==> config.mk <==
export PLATFORM = sky130hd
export DESIGN_NAME = force_sensor_filter_tare_convert
export DESIGN_NICKNAME = d
export VERILOG_FILES = /design/src/hdl/fstc_pkg.sv /design/src/hdl/fstc_div.sv /design/src/hdl/fstc_store.sv /design/src/hdl/fstc_core.sv /design/src/hdl/force_sensor_filter_tare_convert.sv
export SDC_FILE = /design/constraint.sdc
export NUM_CORES = 2
export LEC_CHECK = 0
export BUFFER_PORTS_ARGS = -buffer_cell sky130_fd_sc_hd__buf_2
export CORE_MARGIN = 3
export CORE_UTILIZATION = 53
export CTS_CLUSTER_SIZE = 40
export DETAILED_ROUTE_END_ITERATION = 12
export GPL_TIMING_DRIVEN = 0
export MAX_ROUTING_LAYER = met4
export PLACE_DENSITY_LB_ADDON = 0.3
export SLEW_MARGIN = 5
export SYNTH_ARGS = -nofsm -noshare
export SYNTH_HDL_FRONTEND = slang
export SYNTH_SLANG_ARGS = --single-unit
==> constraint.sdc <==
create_clock -name clk -period 22.9 [get_ports clk]
set_clock_uncertainty 0.1 [all_clocks]
set_input_delay 2.29 -clock clk [delete_from_list [all_inputs] [get_ports clk]]
set_output_delay 2.29 -clock clk [all_outputs]
set_load 0.01 [all_outputs]
==> src/hdl/fstc_pkg.sv <==
// Shared constants, knot tables and store control type for the force sensor
// filter, tare and conversion block.
// No dependencies.
package fstc_pkg;

    // Full-scale level in Q12.8 (4095 * 256) and conductance cap in Q20.8 uS
    localparam logic [19:0] LEVEL_FULL = 20'd1048320;
    localparam logic [27:0] COND_CAP   = 28'd256000000;
    localparam logic [16:0] ALPHA_ONE  = 17'd65536;
    localparam logic [14:0] FORCE_MAX  = 15'd20000;

    // Divider operand widths
    localparam int NUM_W = 48;
    localparam int DEN_W = 40;

    // Register indexes on the configuration port
    localparam logic [1:0] REG_ALPHA   = 2'd0;
    localparam logic [1:0] REG_TFRAMES = 2'd1;
    localparam logic [1:0] REG_SAT     = 2'd2;
    localparam logic [1:0] REG_RLOAD   = 2'd3;

    // Input opcodes
    localparam logic OP_SAMPLE = 1'b0;
    localparam logic OP_TARE   = 1'b1;

    // Read and write strobes toward the channel stores
    typedef struct packed {
        logic rd;
        logic wr_filt;
        logic wr_cond;
        logic wr_sum;
    } store_ctl_t;

    // Conductance knots in whole microsiemens
    function automatic logic [9:0] cond_knot(input logic [2:0] i);
        logic [9:0] v;
        case (i)
            3'd0:    v = 10'd0;
            3'd1:    v = 10'd9;
            3'd2:    v = 10'd19;
            3'd3:    v = 10'd32;
            3'd4:    v = 10'd54;
            3'd5:    v = 10'd141;
            3'd6:    v = 10'd284;
            3'd7:    v = 10'd554;
            default: v = 10'd0;
        endcase
        return v;
    endfunction

    // Force knots in millinewtons
    function automatic logic [14:0] force_knot(input logic [2:0] i);
        logic [14:0] v;
        case (i)
            3'd0:    v = 15'd0;
            3'd1:    v = 15'd200;
            3'd2:    v = 15'd500;
            3'd3:    v = 15'd1000;
            3'd4:    v = 15'd2000;
            3'd5:    v = 15'd5000;
            3'd6:    v = 15'd10000;
            3'd7:    v = 15'd20000;
            default: v = 15'd0;
        endcase
        return v;
    endfunction

endpackage

==> src/hdl/fstc_div.sv <==
// Restoring divider, one quotient bit per cycle, shared by the conductance,
// force interpolation and tare averaging steps. Uses fstc_pkg.
module fstc_div
    import fstc_pkg::*;
(
    input  logic             clk,
    input  logic             rst_n,
    input  logic             start,
    input  logic [NUM_W-1:0] num,
    input  logic [DEN_W-1:0] den,
    output logic             done,
    output logic [NUM_W-1:0] quot
);

    localparam int CW = $clog2(NUM_W);

    logic             busy_reg;
    logic             done_reg;
    logic [CW-1:0]    cnt_reg;
    logic [DEN_W-1:0] rem_reg;
    logic [NUM_W-1:0] quo_reg;
    logic [DEN_W-1:0] den_reg;

    logic [DEN_W:0]   trial;
    logic [DEN_W:0]   diffv;
    logic             take;

    // Trial subtract of the shifted partial remainder
    always_comb
    begin
        trial = {rem_reg, quo_reg[NUM_W-1]};
        diffv = trial - {1'b0, den_reg};
        take  = trial >= {1'b0, den_reg};
    end

    // Sequence the iterations
    always_ff @(posedge clk or negedge rst_n)
    begin
        if (!rst_n)
        begin
            busy_reg <= 1'b0;
            done_reg <= 1'b0;
            cnt_reg  <= '0;
        end
        else
        begin
            done_reg <= 1'b0;
            if (start)
            begin
                busy_reg <= 1'b1;
                cnt_reg  <= CW'(NUM_W - 1);
            end
            else if (busy_reg)
            begin
                cnt_reg <= cnt_reg - 1'b1;
                if (cnt_reg == '0)
                begin
                    busy_reg <= 1'b0;
                    done_reg <= 1'b1;
                end
            end
        end
    end

    // Shift quotient bits in, keep the partial remainder
    always_ff @(posedge clk)
    begin
        if (start)
        begin
            rem_reg <= '0;
            quo_reg <= num;
            den_reg <= den;
        end
        else if (busy_reg)
        begin
            rem_reg <= take ? diffv[DEN_W-1:0] : trial[DEN_W-1:0];
            quo_reg <= {quo_reg[NUM_W-2:0], take};
        end
    end

    assign done = done_reg;
    assign quot = quo_reg;

endmodule

==> src/hdl/fstc_store.sv <==
// Per-channel stores: filtered level, tare conductance and tare sum, each a
// synchronous memory with registered read. Uses fstc_pkg.
module fstc_store
    import fstc_pkg::*;
#(
    parameter int CHANNELS = 8,
    parameter int AW       = 3
)
(
    input  logic          clk,
    input  logic          rst_n,
    input  store_ctl_t    ctl,
    input  logic [AW-1:0] rd_addr,
    input  logic [AW-1:0] wr_addr,
    input  logic [19:0]   filt_wdata,
    input  logic [27:0]   cond_wdata,
    input  logic [37:0]   sum_wdata,
    output logic [19:0]   filt_rdata,
    output logic [27:0]   cond_rdata,
    output logic [37:0]   sum_rdata
);

    logic [19:0] filt_mem [CHANNELS];
    logic [27:0] cond_mem [CHANNELS];
    logic [37:0] sum_mem  [CHANNELS];

    logic [CHANNELS-1:0] filt_vld_reg;
    logic [CHANNELS-1:0] cond_vld_reg;
    logic [CHANNELS-1:0] sum_vld_reg;

    logic [19:0] filt_q_reg;
    logic [27:0] cond_q_reg;
    logic [37:0] sum_q_reg;
    logic        filt_qv_reg;
    logic        cond_qv_reg;
    logic        sum_qv_reg;

    // Write the arrays
    always_ff @(posedge clk)
    begin
        if (ctl.wr_filt)
        begin
            filt_mem[wr_addr] <= filt_wdata;
        end
        if (ctl.wr_cond)
        begin
            cond_mem[wr_addr] <= cond_wdata;
        end
        if (ctl.wr_sum)
        begin
            sum_mem[wr_addr] <= sum_wdata;
        end
        if (ctl.rd)
        begin
            filt_q_reg <= filt_mem[rd_addr];
            cond_q_reg <= cond_mem[rd_addr];
            sum_q_reg  <= sum_mem[rd_addr];
        end
    end

    // Track written entries; unwritten entries read as zero
    always_ff @(posedge clk or negedge rst_n)
    begin
        if (!rst_n)
        begin
            filt_vld_reg <= '0;
            cond_vld_reg <= '0;
            sum_vld_reg  <= '0;
            filt_qv_reg  <= 1'b0;
            cond_qv_reg  <= 1'b0;
            sum_qv_reg   <= 1'b0;
        end
        else
        begin
            if (ctl.wr_filt)
            begin
                filt_vld_reg[wr_addr] <= 1'b1;
            end
            if (ctl.wr_cond)
            begin
                cond_vld_reg[wr_addr] <= 1'b1;
            end
            if (ctl.wr_sum)
            begin
                sum_vld_reg[wr_addr] <= 1'b1;
            end
            if (ctl.rd)
            begin
                filt_qv_reg <= filt_vld_reg[rd_addr];
                cond_qv_reg <= cond_vld_reg[rd_addr];
                sum_qv_reg  <= sum_vld_reg[rd_addr];
            end
        end
    end

    assign filt_rdata = filt_qv_reg ? filt_q_reg : '0;
    assign cond_rdata = cond_qv_reg ? cond_q_reg : '0;
    assign sum_rdata  = sum_qv_reg  ? sum_q_reg  : '0;

endmodule

==> src/hdl/fstc_core.sv <==
// Sequencer for the filter, conductance, tare and force steps; owns the
// channel stores and the shared divider. Uses fstc_pkg, fstc_store, fstc_div.
module fstc_core
    import fstc_pkg::*;
#(
    parameter int CHANNELS = 8
)
(
    input  logic        clk,
    input  logic        rst_n,
    input  logic [16:0] filter_alpha,
    input  logic [9:0]  tare_frames,
    input  logic [11:0] saturation_level,
    input  logic [19:0] load_resistor_ohm,
    input  logic        in_valid,
    output logic        in_ready,
    input  logic        opcode,
    input  logic [2:0]  channel,
    input  logic [11:0] raw_sample,
    input  logic        frame_last,
    output logic        out_valid,
    input  logic        out_ready,
    output logic [2:0]  out_channel,
    output logic [19:0] filtered_level,
    output logic [14:0] force_mn,
    output logic        channel_saturated,
    output logic        frame_saturated,
    output logic        is_tared,
    output logic        tare_accepted,
    output logic [31:0] frame_number
);

    localparam int AW = (CHANNELS > 1) ? $clog2(CHANNELS) : 1;

    localparam logic [3:0] S_IDLE  = 4'd0;
    localparam logic [3:0] S_RD    = 4'd1;
    localparam logic [3:0] S_FILT  = 4'd2;
    localparam logic [3:0] S_COND  = 4'd3;
    localparam logic [3:0] S_GDIV  = 4'd4;
    localparam logic [3:0] S_GDONE = 4'd5;
    localparam logic [3:0] S_SEG   = 4'd6;
    localparam logic [3:0] S_FDIV  = 4'd7;
    localparam logic [3:0] S_CLOSE = 4'd8;
    localparam logic [3:0] S_ARD   = 4'd9;
    localparam logic [3:0] S_ADIV  = 4'd10;
    localparam logic [3:0] S_TLD   = 4'd11;
    localparam logic [3:0] S_OUT   = 4'd12;

    // Control state
    logic [3:0]    state_reg;
    logic [3:0]    state_next;
    logic [AW-1:0] idx_reg;
    logic          ready_reg;
    logic          tared_reg;
    logic [9:0]    sfc_reg;
    logic [31:0]   fcnt_reg;
    logic          acc_reg;
    logic          accepted_reg;
    logic          out_valid_reg;

    // Item payload and datapath
    logic          op_reg;
    logic [2:0]    ch_reg;
    logic          ch_ok_reg;
    logic [11:0]   raw_reg;
    logic          last_reg;
    logic [19:0]   f_old_reg;
    logic          ge_reg;
    logic [36:0]   prod_reg;
    logic [27:0]   tcond_reg;
    logic [37:0]   tsum_reg;
    logic [19:0]   f_reg;
    logic [27:0]   g_reg;
    logic [27:0]   e_reg;
    logic [14:0]   flo_reg;
    logic [14:0]   force_reg;
    logic          csat_reg;

    logic [2:0]    och_out_reg;
    logic [19:0]   level_out_reg;
    logic [14:0]   force_out_reg;
    logic          csat_out_reg;
    logic          fsat_out_reg;
    logic          tared_out_reg;
    logic          acc_out_reg;
    logic [31:0]   fcnt_out_reg;

    // Combinational helpers
    logic          in_fire;
    logic          out_load;
    logic          ch_in_ok;
    logic          tare_on;
    logic          idx_last;
    logic          auto_go;
    logic [16:0]   alpha_eff;
    logic [19:0]   s_val;
    logic          ge_c;
    logic [19:0]   diff_c;
    logic [36:0]   dn_sum;
    logic [19:0]   f_new;
    logic          f_zero;
    logic          f_cap;
    logic [27:0]   q_cap;
    logic          seg_found;
    logic [2:0]    seg;
    logic [17:0]   seg_lo;
    logic [17:0]   seg_off;
    logic [9:0]    seg_dk;
    logic [16:0]   seg_span;
    logic [14:0]   seg_df;
    logic          csat_c;

    // Store and divider hookup
    store_ctl_t    sctl;
    logic [AW-1:0] rd_addr;
    logic [AW-1:0] wr_addr;
    logic [19:0]   filt_rdata;
    logic [27:0]   cond_rdata;
    logic [37:0]   sum_rdata;
    logic [27:0]   cond_wdata;
    logic [37:0]   sum_wdata;
    logic          div_start;
    logic [NUM_W-1:0] div_num;
    logic [DEN_W-1:0] div_den;
    logic          div_done;
    logic [NUM_W-1:0] div_quot;

    fstc_store #(
        .CHANNELS (CHANNELS),
        .AW       (AW)
    ) u_store (
        .clk        (clk),
        .rst_n      (rst_n),
        .ctl        (sctl),
        .rd_addr    (rd_addr),
        .wr_addr    (wr_addr),
        .filt_wdata (f_new),
        .cond_wdata (cond_wdata),
        .sum_wdata  (sum_wdata),
        .filt_rdata (filt_rdata),
        .cond_rdata (cond_rdata),
        .sum_rdata  (sum_rdata)
    );

    fstc_div u_div (
        .clk   (clk),
        .rst_n (rst_n),
        .start (div_start),
        .num   (div_num),
        .den   (div_den),
        .done  (div_done),
        .quot  (div_quot)
    );

    // Handshake and shared conditions
    always_comb
    begin
        in_ready  = (state_reg == S_IDLE);
        in_fire   = in_valid && in_ready;
        out_load  = (state_reg == S_OUT) && (!out_valid_reg || out_ready);
        ch_in_ok  = 5'(channel) < 5'(CHANNELS);
        tare_on   = !tared_reg && (sfc_reg < tare_frames);
        idx_last  = (idx_reg == AW'(CHANNELS - 1));
        auto_go   = last_reg && tare_on && ((sfc_reg + 10'd1) >= tare_frames);
        alpha_eff = (filter_alpha > ALPHA_ONE) ? ALPHA_ONE : filter_alpha;
        s_val     = {raw_reg, 8'd0};
        ge_c      = s_val >= filt_rdata;
        diff_c    = ge_c ? (s_val - filt_rdata) : (filt_rdata - s_val);
        csat_c    = ch_ok_reg && (f_reg >= {saturation_level, 8'd0});
    end

    // Filter update: step rounded toward minus infinity
    always_comb
    begin
        dn_sum = prod_reg + 37'd65535;
        if (!ready_reg)
        begin
            f_new = s_val;
        end
        else if (ge_reg)
        begin
            f_new = f_old_reg + prod_reg[35:16];
        end
        else
        begin
            f_new = f_old_reg - dn_sum[35:16];
        end
    end

    // Conductance special cases and quotient cap
    always_comb
    begin
        f_zero = (f_reg == '0);
        f_cap  = (f_reg >= LEVEL_FULL) || (load_resistor_ohm == '0);
        q_cap  = (div_quot > NUM_W'(COND_CAP)) ? COND_CAP : div_quot[27:0];
    end

    // Segment search over the knot table; the lowest matching segment wins
    always_comb
    begin
        seg_found = 1'b0;
        seg       = 3'd1;
        for (int i = 7; i >= 1; i--)
        begin
            if (e_reg <= {10'd0, cond_knot(3'(i)), 8'd0})
            begin
                seg_found = 1'b1;
                seg       = 3'(i);
            end
        end
        seg_lo   = {cond_knot(seg - 3'd1), 8'd0};
        seg_off  = e_reg[17:0] - seg_lo;
        seg_dk   = cond_knot(seg) - cond_knot(seg - 3'd1);
        seg_span = {seg_dk[8:0], 8'd0};
        seg_df   = force_knot(seg) - force_knot(seg - 3'd1);
    end

    // Divider operand selection
    always_comb
    begin
        div_start = 1'b0;
        div_num   = NUM_W'(f_reg) * NUM_W'(COND_CAP);
        div_den   = DEN_W'(load_resistor_ohm) * DEN_W'(LEVEL_FULL - f_reg);
        case (state_reg)
            S_COND:
            begin
                div_start = !f_zero && !f_cap;
            end
            S_SEG:
            begin
                div_start = (e_reg != '0) && seg_found;
                div_num   = NUM_W'(seg_off) * NUM_W'(seg_df);
                div_den   = DEN_W'(seg_span);
            end
            S_ARD:
            begin
                div_start = 1'b1;
                div_num   = NUM_W'(sum_rdata);
                div_den   = DEN_W'(tare_frames);
            end
            default:
            begin
                div_start = 1'b0;
            end
        endcase
    end

    // Store strobes and addresses
    always_comb
    begin
        sctl       = '0;
        rd_addr    = '0;
        wr_addr    = idx_reg;
        cond_wdata = div_quot[27:0];
        sum_wdata  = tsum_reg + 38'(g_reg);
        case (state_reg)
            S_IDLE:
            begin
                sctl.rd = in_fire;
                rd_addr = (opcode == OP_TARE) ? '0 : AW'(channel);
            end
            S_FILT:
            begin
                sctl.wr_filt = 1'b1;
                wr_addr      = AW'(ch_reg);
            end
            S_GDONE:
            begin
                if (op_reg == OP_SAMPLE)
                begin
                    sctl.wr_sum = tare_on;
                    wr_addr     = AW'(ch_reg);
                end
                else
                begin
                    sctl.wr_cond = 1'b1;
                    cond_wdata   = g_reg;
                    sctl.rd      = !idx_last;
                    rd_addr      = idx_reg + 1'b1;
                end
            end
            S_CLOSE:
            begin
                sctl.rd = auto_go;
            end
            S_ADIV:
            begin
                sctl.wr_cond = div_done;
                sctl.rd      = div_done && !idx_last;
                rd_addr      = idx_reg + 1'b1;
            end
            default:
            begin
                sctl.rd = 1'b0;
            end
        endcase
    end

    // Next state
    always_comb
    begin
        state_next = state_reg;
        case (state_reg)
            S_IDLE:
            begin
                if (in_fire)
                begin
                    if (opcode == OP_TARE)
                    begin
                        state_next = ready_reg ? S_TLD : S_OUT;
                    end
                    else
                    begin
                        state_next = ch_in_ok ? S_RD : S_CLOSE;
                    end
                end
            end
            S_RD:    state_next = S_FILT;
            S_FILT:  state_next = S_COND;
            S_COND:  state_next = (f_zero || f_cap) ? S_GDONE : S_GDIV;
            S_GDIV:  state_next = div_done ? S_GDONE : S_GDIV;
            S_GDONE:
            begin
                if (op_reg == OP_SAMPLE)
                begin
                    state_next = S_SEG;
                end
                else
                begin
                    state_next = idx_last ? S_OUT : S_TLD;
                end
            end
            S_SEG:   state_next = ((e_reg != '0) && seg_found) ? S_FDIV : S_CLOSE;
            S_FDIV:  state_next = div_done ? S_CLOSE : S_FDIV;
            S_CLOSE: state_next = auto_go ? S_ARD : S_OUT;
            S_ARD:   state_next = S_ADIV;
            S_ADIV:
            begin
                if (div_done)
                begin
                    state_next = idx_last ? S_OUT : S_ARD;
                end
            end
            S_TLD:   state_next = S_COND;
            S_OUT:   state_next = out_load ? S_IDLE : S_OUT;
            default: state_next = S_IDLE;
        endcase
    end

    // Control registers
    always_ff @(posedge clk or negedge rst_n)
    begin
        if (!rst_n)
        begin
            state_reg     <= S_IDLE;
            idx_reg       <= '0;
            ready_reg     <= 1'b0;
            tared_reg     <= 1'b0;
            sfc_reg       <= '0;
            fcnt_reg      <= '0;
            acc_reg       <= 1'b0;
            accepted_reg  <= 1'b0;
            out_valid_reg <= 1'b0;
        end
        else
        begin
            state_reg <= state_next;
            if (out_load)
            begin
                out_valid_reg <= 1'b1;
            end
            else if (out_valid_reg && out_ready)
            begin
                out_valid_reg <= 1'b0;
            end
            case (state_reg)
                S_IDLE:
                begin
                    if (in_fire)
                    begin
                        idx_reg      <= '0;
                        accepted_reg <= (opcode == OP_TARE) && ready_reg;
                    end
                end
                S_GDONE:
                begin
                    if (op_reg == OP_TARE)
                    begin
                        if (idx_last)
                        begin
                            tared_reg <= 1'b1;
                        end
                        else
                        begin
                            idx_reg <= idx_reg + 1'b1;
                        end
                    end
                end
                S_CLOSE:
                begin
                    acc_reg <= acc_reg | csat_c;
                    idx_reg <= '0;
                    if (last_reg)
                    begin
                        ready_reg <= 1'b1;
                        fcnt_reg  <= fcnt_reg + 32'd1;
                        if (tare_on)
                        begin
                            sfc_reg <= sfc_reg + 10'd1;
                        end
                    end
                end
                S_ADIV:
                begin
                    if (div_done)
                    begin
                        if (idx_last)
                        begin
                            tared_reg <= 1'b1;
                        end
                        else
                        begin
                            idx_reg <= idx_reg + 1'b1;
                        end
                    end
                end
                S_OUT:
                begin
                    if (out_load)
                    begin
                        if ((op_reg == OP_SAMPLE) && last_reg)
                        begin
                            acc_reg <= 1'b0;
                        end
                    end
                end
                default:
                begin
                    idx_reg <= idx_reg;
                end
            endcase
        end
    end

    // Datapath registers
    always_ff @(posedge clk)
    begin
        case (state_reg)
            S_IDLE:
            begin
                if (in_fire)
                begin
                    op_reg    <= opcode;
                    ch_reg    <= channel;
                    ch_ok_reg <= ch_in_ok;
                    raw_reg   <= raw_sample;
                    last_reg  <= frame_last;
                    force_reg <= '0;
                    csat_reg  <= 1'b0;
                end
            end
            S_RD:
            begin
                f_old_reg <= filt_rdata;
                ge_reg    <= ge_c;
                prod_reg  <= 37'(alpha_eff) * 37'(diff_c);
                tcond_reg <= cond_rdata;
                tsum_reg  <= sum_rdata;
            end
            S_FILT:
            begin
                f_reg <= f_new;
            end
            S_COND:
            begin
                g_reg <= f_zero ? '0 : COND_CAP;
            end
            S_GDIV:
            begin
                if (div_done)
                begin
                    g_reg <= q_cap;
                end
            end
            S_GDONE:
            begin
                e_reg <= (g_reg > tcond_reg) ? (g_reg - tcond_reg) : '0;
            end
            S_SEG:
            begin
                flo_reg <= force_knot(seg - 3'd1);
                if (e_reg == '0)
                begin
                    force_reg <= '0;
                end
                else if (!seg_found)
                begin
                    force_reg <= FORCE_MAX;
                end
            end
            S_FDIV:
            begin
                if (div_done)
                begin
                    force_reg <= flo_reg + div_quot[14:0];
                end
            end
            S_CLOSE:
            begin
                csat_reg <= csat_c;
            end
            S_TLD:
            begin
                f_reg <= filt_rdata;
            end
            S_OUT:
            begin
                if (out_load)
                begin
                    och_out_reg   <= (op_reg == OP_SAMPLE) ? ch_reg : 3'd0;
                    level_out_reg <= ((op_reg == OP_SAMPLE) && ch_ok_reg) ? f_reg : '0;
                    force_out_reg <= force_reg;
                    csat_out_reg  <= csat_reg;
                    fsat_out_reg  <= acc_reg;
                    tared_out_reg <= tared_reg;
                    acc_out_reg   <= accepted_reg;
                    fcnt_out_reg  <= fcnt_reg;
                end
            end
            default:
            begin
                f_reg <= f_reg;
            end
        endcase
    end

    assign out_valid         = out_valid_reg;
    assign out_channel       = och_out_reg;
    assign filtered_level    = level_out_reg;
    assign force_mn          = force_out_reg;
    assign channel_saturated = csat_out_reg;
    assign frame_saturated   = fsat_out_reg;
    assign is_tared          = tared_out_reg;
    assign tare_accepted     = acc_out_reg;
    assign frame_number      = fcnt_out_reg;

endmodule

==> src/hdl/force_sensor_filter_tare_convert.sv <==
// Top level of the force sensor filter, tare and conversion block: register
// port and stream wrapper around fstc_core. Uses fstc_pkg.
//
// One transaction in gives one transaction out, one item at a time. A sample
// uses up to two passes of the shared 48-step divider (level to conductance,
// then table interpolation) besides memory reads, filter update and
// bookkeeping. A frame close that completes the automatic tare adds an
// averaging divide per channel, and an accepted tare command runs the
// conductance step per channel. The next item is taken once the current
// result sits in the output register.
module force_sensor_filter_tare_convert
    import fstc_pkg::*;
#(
    parameter int CHANNELS = 8
)
(
    input  logic        clk,
    input  logic        rst_n,
    // Configuration port
    input  logic        psel,
    input  logic        penable,
    input  logic        pwrite,
    input  logic [3:0]  paddr,
    input  logic [31:0] pwdata,
    output logic [31:0] prdata,
    output logic        pready,
    // Input stream
    input  logic        s_tvalid,
    output logic        s_tready,
    input  logic [15:0] s_tdata,  // channel[2:0], raw_sample[14:3], zero fill
    input  logic        s_tuser,  // opcode
    input  logic        s_tlast,  // frame_last
    // Result stream
    output logic        m_tvalid,
    input  logic        m_tready,
    // out_channel[2:0], filtered_level[22:3], force_mn[37:23],
    // channel_saturated[38], frame_saturated[39], is_tared[40],
    // tare_accepted[41], frame_number[73:42], zero fill
    output logic [79:0] m_tdata
);

    logic [16:0] alpha_reg;
    logic [9:0]  tframes_reg;
    logic [11:0] sat_reg;
    logic [19:0] rload_reg;
    logic        wr_en;

    logic [2:0]  out_channel;
    logic [19:0] filtered_level;
    logic [14:0] force_mn;
    logic        channel_saturated;
    logic        frame_saturated;
    logic        is_tared;
    logic        tare_accepted;
    logic [31:0] frame_number;

    assign pready = 1'b1;
    assign wr_en  = psel && penable && pwrite;

    // Write configuration registers
    always_ff @(posedge clk or negedge rst_n)
    begin
        if (!rst_n)
        begin
            alpha_reg   <= 17'd13107;
            tframes_reg <= 10'd250;
            sat_reg     <= 12'd4080;
            rload_reg   <= 20'd47000;
        end
        else if (wr_en)
        begin
            case (paddr[3:2])
                REG_ALPHA:   alpha_reg   <= pwdata[16:0];
                REG_TFRAMES: tframes_reg <= pwdata[9:0];
                REG_SAT:     sat_reg     <= pwdata[11:0];
                REG_RLOAD:   rload_reg   <= pwdata[19:0];
                default:     alpha_reg   <= alpha_reg;
            endcase
        end
    end

    // Read back configuration registers
    always_comb
    begin
        case (paddr[3:2])
            REG_ALPHA:   prdata = {15'd0, alpha_reg};
            REG_TFRAMES: prdata = {22'd0, tframes_reg};
            REG_SAT:     prdata = {20'd0, sat_reg};
            REG_RLOAD:   prdata = {12'd0, rload_reg};
            default:     prdata = '0;
        endcase
    end

    fstc_core #(
        .CHANNELS (CHANNELS)
    ) u_core (
        .clk               (clk),
        .rst_n             (rst_n),
        .filter_alpha      (alpha_reg),
        .tare_frames       (tframes_reg),
        .saturation_level  (sat_reg),
        .load_resistor_ohm (rload_reg),
        .in_valid          (s_tvalid),
        .in_ready          (s_tready),
        .opcode            (s_tuser),
        .channel           (s_tdata[2:0]),
        .raw_sample        (s_tdata[14:3]),
        .frame_last        (s_tlast),
        .out_valid         (m_tvalid),
        .out_ready         (m_tready),
        .out_channel       (out_channel),
        .filtered_level    (filtered_level),
        .force_mn          (force_mn),
        .channel_saturated (channel_saturated),
        .frame_saturated   (frame_saturated),
        .is_tared          (is_tared),
        .tare_accepted     (tare_accepted),
        .frame_number      (frame_number)
    );

    // Pack the result fields
    assign m_tdata = {6'd0, frame_number, tare_accepted, is_tared, frame_saturated,
                      channel_saturated, force_mn, filtered_level, out_channel};

endmodule

# After elaboration in Yosys (flattened, before gate mapping)
# Memory sizes are Yosys's and may differ from the RTL's. A register that Yosys moved wholly into a read port is not among the register bits.
# Cells that the tools add are included.
# W data, S select, Z words.
dict set report word_totals {
  mem_bits_rw 688
  n_memories 9
  ff_bits 597
  rom_bits 528
  word_cells 284
}
# name words width read_ports rd_clocked_by_memory_dff wr line
set mem_list {}
lappend mem_list {u_core.u_store.sum_mem 8 38 1 1 1 fstc_store.sv:25} ;# logic [37:0] sum_mem [CHANNELS];
lappend mem_list {u_core.u_store.cond_mem 8 28 1 1 1 fstc_store.sv:24} ;# logic [27:0] cond_mem [CHANNELS];
lappend mem_list {u_core.u_store.filt_mem 8 20 1 1 1 fstc_store.sv:23} ;# logic [19:0] filt_mem [CHANNELS];
lappend mem_list {{(no name shown)} 8 13 1 0 0 fstc_pkg.sv:54} ;# case (i)
lappend mem_list {{(no name shown)} 8 13 1 0 0 fstc_pkg.sv:54}
lappend mem_list {{(no name shown)} 8 13 1 1 0 fstc_pkg.sv:54}
lappend mem_list {{3 more memories} -- -- -- -- -- --}
dict set report classes {
  reduce_logical 54
  mux 103
  mul 4
  add_sub_neg 18
  n_bitwise 5
  eq_ne 24
  order_cmp 19
}
# op count
set op_table {}
lappend op_table {{$mux W28} 5}
lappend op_table {{$pmux W32 S4} 1}
lappend op_table {{$mux W48} 2}
lappend op_table {{$pmux W48 S2} 1}
lappend op_table {{$mux W20} 4}
lappend op_table {{$pmux W40 S2} 1}
lappend op_table {{$mux W15} 4}
lappend op_table {{$sub A20 B20 Y20} 3}
lappend op_table {{$le A28 B14 Y1 const B} 2}
lappend op_table {{$pmux W28 S2} 1}
lappend op_table {{$mux W3} 18}
lappend op_table {{$gt A48 B28 Y1 const B} 1}
lappend op_table {{$pmux W4 S12} 1}
lappend op_table {{$pmux W15 S3} 1}
lappend op_table {{$ge A41 B40 Y1} 1}
lappend op_table {{$ge A20 B20 Y1} 2}
lappend op_table {{$logic_not A20 Y1} 2}
lappend op_table {{$mul A20 B40 Y40} 1}
lappend op_table {{$mux W40} 1}
lappend op_table {{$pmux W20 S2} 1}
lappend op_table {{$sub A40 B40 Y40} 1}
lappend op_table {{$add A38 B28 Y38} 1}
lappend op_table {{$mux W1} 38}
lappend op_table {{$mux W38} 1}
lappend op_table {{other kinds (67)} 133}

# Longest topological paths before layout
# An unclocked memory read counts as a cell.
dict set report logic_depth {
  ltp_word 14
  depth_mapped 49
  depth_no_buf 47
}

# By module
# A second synthesis with hierarchy kept.
dict set report unflattened {
  cells_unflattened 8662
  area_unflattened_um2 101054.4
}
# module cells_per_inst area_per_inst_um2 instances seq_area_each_um2
set by_module_without_submodules {}
lappend by_module_without_submodules {fstc_core 6416 59997.5 1 10900.5}
lappend by_module_without_submodules {fstc_store 1284 30191.5 1 23917.9}
lappend by_module_without_submodules {fstc_div 780 8008.9 1 3643.5}
lappend by_module_without_submodules {force_sensor_filter_tare_convert 182 2856.5 1 1515.2}

# Least setup slack after synthesis
# Ideal clock, no wire load.
dict set report synth_path {
  kind {flip-flop to flip-flop}
  start {reg u_core.e_reg[21]}
  end {reg u_core.u_div.quo_reg[32], in the netlist u_core.u_div.quot[32], data pin}
  stages_incl_launch_ff 47
  setup_ps 263
  t_required_ps 22537
  path_slack_ps 11980
  t_arrival_ps 10557
  cell_sequence {edfxtp_1 -> or4_1 -> or4_1 -> buf_2 -> nand2b_4 -> a21oi_1 -> or2_2 -> nand2b_1 -> inv_1 -> ha_1 -> inv_1 -> ha_1 -> clkbuf_1 -> nand2_1 -> inv_1 -> a21oi_1 -> ha_1 -> nor2b_1 -> (+11 left out) -> inv_1 -> fa_1 -> fa_1 -> fa_1 -> fa_1 -> ha_1 -> ha_1 -> o21a_1 -> o211ai_1 -> o21ai_0 -> a221oi_1 -> o31ai_1 -> o311ai_0 -> a41oi_1 -> a21o_1 -> a21oi_1 -> xnor2_1 -> o21ai_0}
}
dict set report synth_via {
  elab_chain_len 14
  word_cells_on_any_way 33
}
# element line
set synth_lines {}
lappend synth_lines {{from (decl)} fstc_core.sv:74} ;# logic [27:0] e_reg;
lappend synth_lines {{from (signal assigned)} fstc_core.sv:487} ;# e_reg <= (g_reg > tcond_reg) ? (g_reg - tcond_reg) : '0;
lappend synth_lines {{$le A28 B18 Y1} fstc_core.sv:205} ;# if (e_reg <= {10'd0, cond_knot(3'(i)), 8'd0})
lappend synth_lines {{$mux W3 (6 in a row)} fstc_core.sv:205}
lappend synth_lines {{$mux W3 *} fstc_core.sv:205}
lappend synth_lines {{$sub A3 B1 Y3 *} fstc_core.sv:211} ;# seg_lo = {cond_knot(seg - 3'd1), 8'd0};
lappend synth_lines {{$mem_v2 Z8 W9 *} --}
lappend synth_lines {{via u_core.seg_lo[15]} fstc_core.sv:106} ;# logic [17:0] seg_lo;
lappend synth_lines {{$sub A18 B18 Y18 *} fstc_core.sv:212} ;# seg_off = e_reg[17:0] - seg_lo;
lappend synth_lines {{$mul A18 B15 Y33 *} fstc_core.sv:232} ;# div_num = NUM_W'(seg_off) * NUM_W'(seg_df);
lappend synth_lines {{$pmux W48 S2 *} fstc_core.sv:224} ;# case (state_reg)
lappend synth_lines {{$mux W48 *} fstc_div.sv:68} ;# if (start)
lappend synth_lines {{to (signal assigned)} fstc_div.sv:71} ;# quo_reg <= num;
lappend synth_lines {{to (signal assigned)} fstc_div.sv:77} ;# quo_reg <= {quo_reg[NUM_W-2:0], take};
lappend synth_lines {{to (decl)} fstc_div.sv:21} ;# logic [NUM_W-1:0] quo_reg;
# The timed path passes the listed nets; every way through them passes the cells marked *.
# A chain may end at the register's enable or synchronous reset.

# Worst setup path in the final report
dict set report layout_path {
  start {reg u_core.e_reg[0]}
  end {reg u_core.u_div.quo_reg[32], in the netlist u_core.u_div.quot[32], data pin}
}
# Same word-level chain as after synthesis.

==> impl_metrics.tcl <==
set metrics [dict create \
    vdd_drop_max_uv 319 \
    grt_overflow 0 \
    antenna_found_initial 10 \
    boundaryPins 176 \
    synth_area_um2 102000 \
    stdcell_count 12800 \
    rows 160 \
    totalWireLength_um 303000 \
    crit_path_frequent_cell "fa_1" \
    status "finished, violations left" \
    drv_slew 0 \
    reg_top3 "u_core.u_store.sum_mem: 304 flops, u_core.u_store.cond_mem: 224 flops, u_core.u_store.filt_mem: 160 flops" \
    max_freq_mhz 71.7 \
    wl_per_cell_um 23.7 \
    p_int_w 0.00715 \
    grt_max_degree 109 \
    p_switching_w 0.00536 \
    die_area_um2 198000 \
    r2r-end "u_core.u_div.quot[32]$_DFFE_PP_" \
    worstHoldEndpoint "u_core.force_mn[10]$_DFFE_PP_" \
    crit_path_max_fanout 10 \
    synth_flop_cell "edfxtp_1" \
    synth_edf_count 1180 \
    start_util_pct 53.5 \
    worstSetupEndpointType "flop" \
    grt_pass1_vias 75300 \
    layout_common_cells "1809 x nand2_1, 1180 x edfxtp_1, 1136 x inv_1" \
    clockBufferDepth 3 \
    cts_tree "built" \
    clk_pin_slew_ns 0.06 \
    clkPwrFrac_pct 19.6 \
    r2r_cells 46 \
    synth_cell_types 106 \
    drt_iter0_drc 7163 \
    ys_seq_area_share_pct 39.2 \
    slowest_delay_ns 0.93 \
    fin_crit_ns 13.95 \
    largest_reg_flops 304 \
    hold_slack_ns 0.315 \
    hpwl_um 237000 \
    rsz0062_at_grt "no" \
    drc_errors 0 \
    syn_area_per_cell_um2 10.4 \
    firstDrtPassIters 6 \
    crit_arrival_ns 14.35 \
    p_comb_share_pct 56.0 \
    cts_setup_buffers 0 \
    synth_warnings 0 \
    final_util_pct 58.7 \
    clk_latency_ns 0.82 \
    p_leak_nw 47.5 \
    die_y_um 444 \
    layout_commonest_cell "nand2_1" \
    io_buffers 141 \
    cts_buffers 147 \
    slew_headroom_pct 1.52 \
    synth_area_leaders "edfxtp_1 35%, fa_1 19%, ha_1 8.2%" \
    hp-class "flop to flop" \
    track_usage_pct 31.7 \
    cp-start-kind "flop" \
    htree_levels 4 \
    maxCapViolCount 1 \
    fin_ws_ns 8.95 \
    violations "max-capacitance violations" \
    dp_cells 12500 \
    cp.required_ns 23.30 \
    via_per_inst 5.82 \
    p_per_area_nw_per_um2 112 \
    holdCritStartpoint "u_core.force_reg[10]$_DFFE_PP_" \
    ctsHoldBuffers 0 \
    synth_seq_cells 1368 \
    tightestPinTransition_ns 1.46 \
    fin_crit_sh_pct 60.9 \
    core-area_um2 191000 \
    grt_pass1_wl_um 460000 \
    async_flop_share_pct 10.8 \
    worstSetupPathType "flop to flop" \
    synth_top_area_cell "edfxtp_1" \
    dr_total_vias 74500 \
    post_cts_resized 0 \
    dieWidth_um 444 \
    finalSetupTns_ns 0 \
    seqPwrFrac_pct 24.5 \
    routabilityCongestion 0.986 \
    cts_num_sinks 1368 \
    dp_slack_ns 9.20 \
    yosys.area.top_type_share_pct 34.8 \
    drive_gt1_share_pct 6.85 \
    rr_startpoint "u_core.e_reg[0]$_SDFFCE_PP0P_" \
    cts_root_buf "clkbuf_16" \
    syn_inst 9813 \
    fin_nets 11900 \
    setup_violations 0 \
    hold_path_depth 0 \
    switching_share_pct 42.8 \
    hold_viol_final 0 \
    rrSetupSlack_ns 8.95 \
    area_growth_pct 9.71 \
    top_register "u_core.u_store.sum_mem" \
    drtAntennaViolNets 0 \
    slowest_stage "xor2_1" \
]
final cells by class:
cell class,count,area [um2]
Fill cell,16000,78800
Multi-Input combinational cell,6889,56100
Sequential cell,1368,40000
Inverter,1143,4290
Clock buffer,195,4000
Tap cell,2511,3140
Buffer,430,1780
Timing Repair Buffer,189,1500
Clock inverter,75,951
Antenna cell,6,15.0
logic make-up after synthesis:
| logic type | Yosys count | share of synthesized area [%] |
|---|---|---|
| XOR/XNOR | 375 | 3.27 |
| multiplexers | 108 | 1.26 |
| buffers and inverters | 1573 | 5.96 |
| flip-flops | 1368 | 39.2 |
| AND/OR/NAND/NOR | 3607 | 16.0 |
| adder cells (fa/ha/maj) | 1622 | 27.0 |
| AO/OA/AOI/OAI | 1158 | 7.24 |
| other | 2 | 0.00737 |
metal layers:
metal | track usage, % | share of wire [%] | vias to the layer above
met4 | 12.4 | 4.4 | 0
met5 | - | 0 | -
met1 | 42.1 | 41 | 37100
met2 | 49.3 | 47 | 3380
li1 | - | - | 33300
met3 | 5.20 | 8.5 | 629
metrics by stage:
step,total power [W],instance area [um2]
after detailed placement,0.0101,107000
after global routing,0.0135,112000
after global placement,0.00995,106000
after CTS,0.0126,112000
after floorplan,0.00794,102000
final,0.0125,112000
worst max-delay path, delay by kind of cell (launching register included):
kind | cells | cell delay [ns]
xor+xnor | 2 | 1.21
simple gates | 8 | 1.85
compound gates | 19 | 4.23
fa+ha+maj | 10 | 4.36
flops | 1 | 0.54
buf+inv | 7 | 1.30
synthesized netlist by cell type (all sizes together), types with 37 or more instances:
| cell | n |
|---|---|
| nand2 | 1810 |
| edfxtp | 1180 |
| inv | 1142 |
| fa | 958 |
| ha | 664 |
| nand3 | 517 |
| nor2 | 420 |
| and2 | 366 |
| o21ai | 355 |
| clkbuf | 331 |
| a21oi | 278 |
| xnor2 | 235 |
| xor2 | 139 |
| dfrtp | 117 |
| a21o | 106 |
| nor3 | 100 |
| buf | 99 |
| nand2b | 88 |
| nor2b | 82 |
| mux2 | 61 |
| o21a | 59 |
| a31oi | 49 |
| dfxtp | 40 |
| or2 | 40 |
| and3 | 38 |
| mux2i | 37 |
worst max-delay path by stage:
| stage | start | end | slack (ns) | cells after the start |
|---|---|---|---|---|
| 6_report | u_core.e_reg[0]$_SDFFCE_PP0P_ | u_core.u_div.quot[32]$_DFFE_PP_ | 8.95 | 46 |
| 5_1_grt | u_core.e_reg[0]$_SDFFCE_PP0P_ | u_core.u_div.quot[32]$_DFFE_PP_ | 8.44 | 46 |
| 4_1_cts | u_core.e_reg[0]$_SDFFCE_PP0P_ | u_core.u_div.quot[32]$_DFFE_PP_ | 9.13 | 46 |
| 3_5_place_dp | u_core.e_reg[0]$_SDFFCE_PP0P_ | u_core.u_div.quot[32]$_DFFE_PP_ | 9.20 | 46 |
| 3_3_place_gp | u_core.state_reg[3]$_DFFE_PN0P_ | u_core.tcond_reg[8]$_SDFFCE_PN0P_ | 8.52 | 2 |
| 2_1_floorplan | u_core.e_reg[21]$_SDFFCE_PP0P_ | u_core.u_div.quot[32]$_DFFE_PP_ | 11.98 | 46 |
power groups by stage:
| stage | registers [W] | clock network, W | logic (W) |
|---|---|---|---|
| 2_1_floorplan | 0.00308 | 0 | 0.00487 |
| 5_1_grt | 0.00306 | 0.00258 | 0.00783 |
| 6_report | 0.00306 | 0.00244 | 0.00700 |
| 3_3_place_gp | 0.00310 | 0 | 0.00685 |
| 3_5_place_dp | 0.00311 | 0 | 0.00696 |
| 4_1_cts | 0.00305 | 0.00247 | 0.00704 |
No activity file was read; power rests on OpenSTA's default activity.
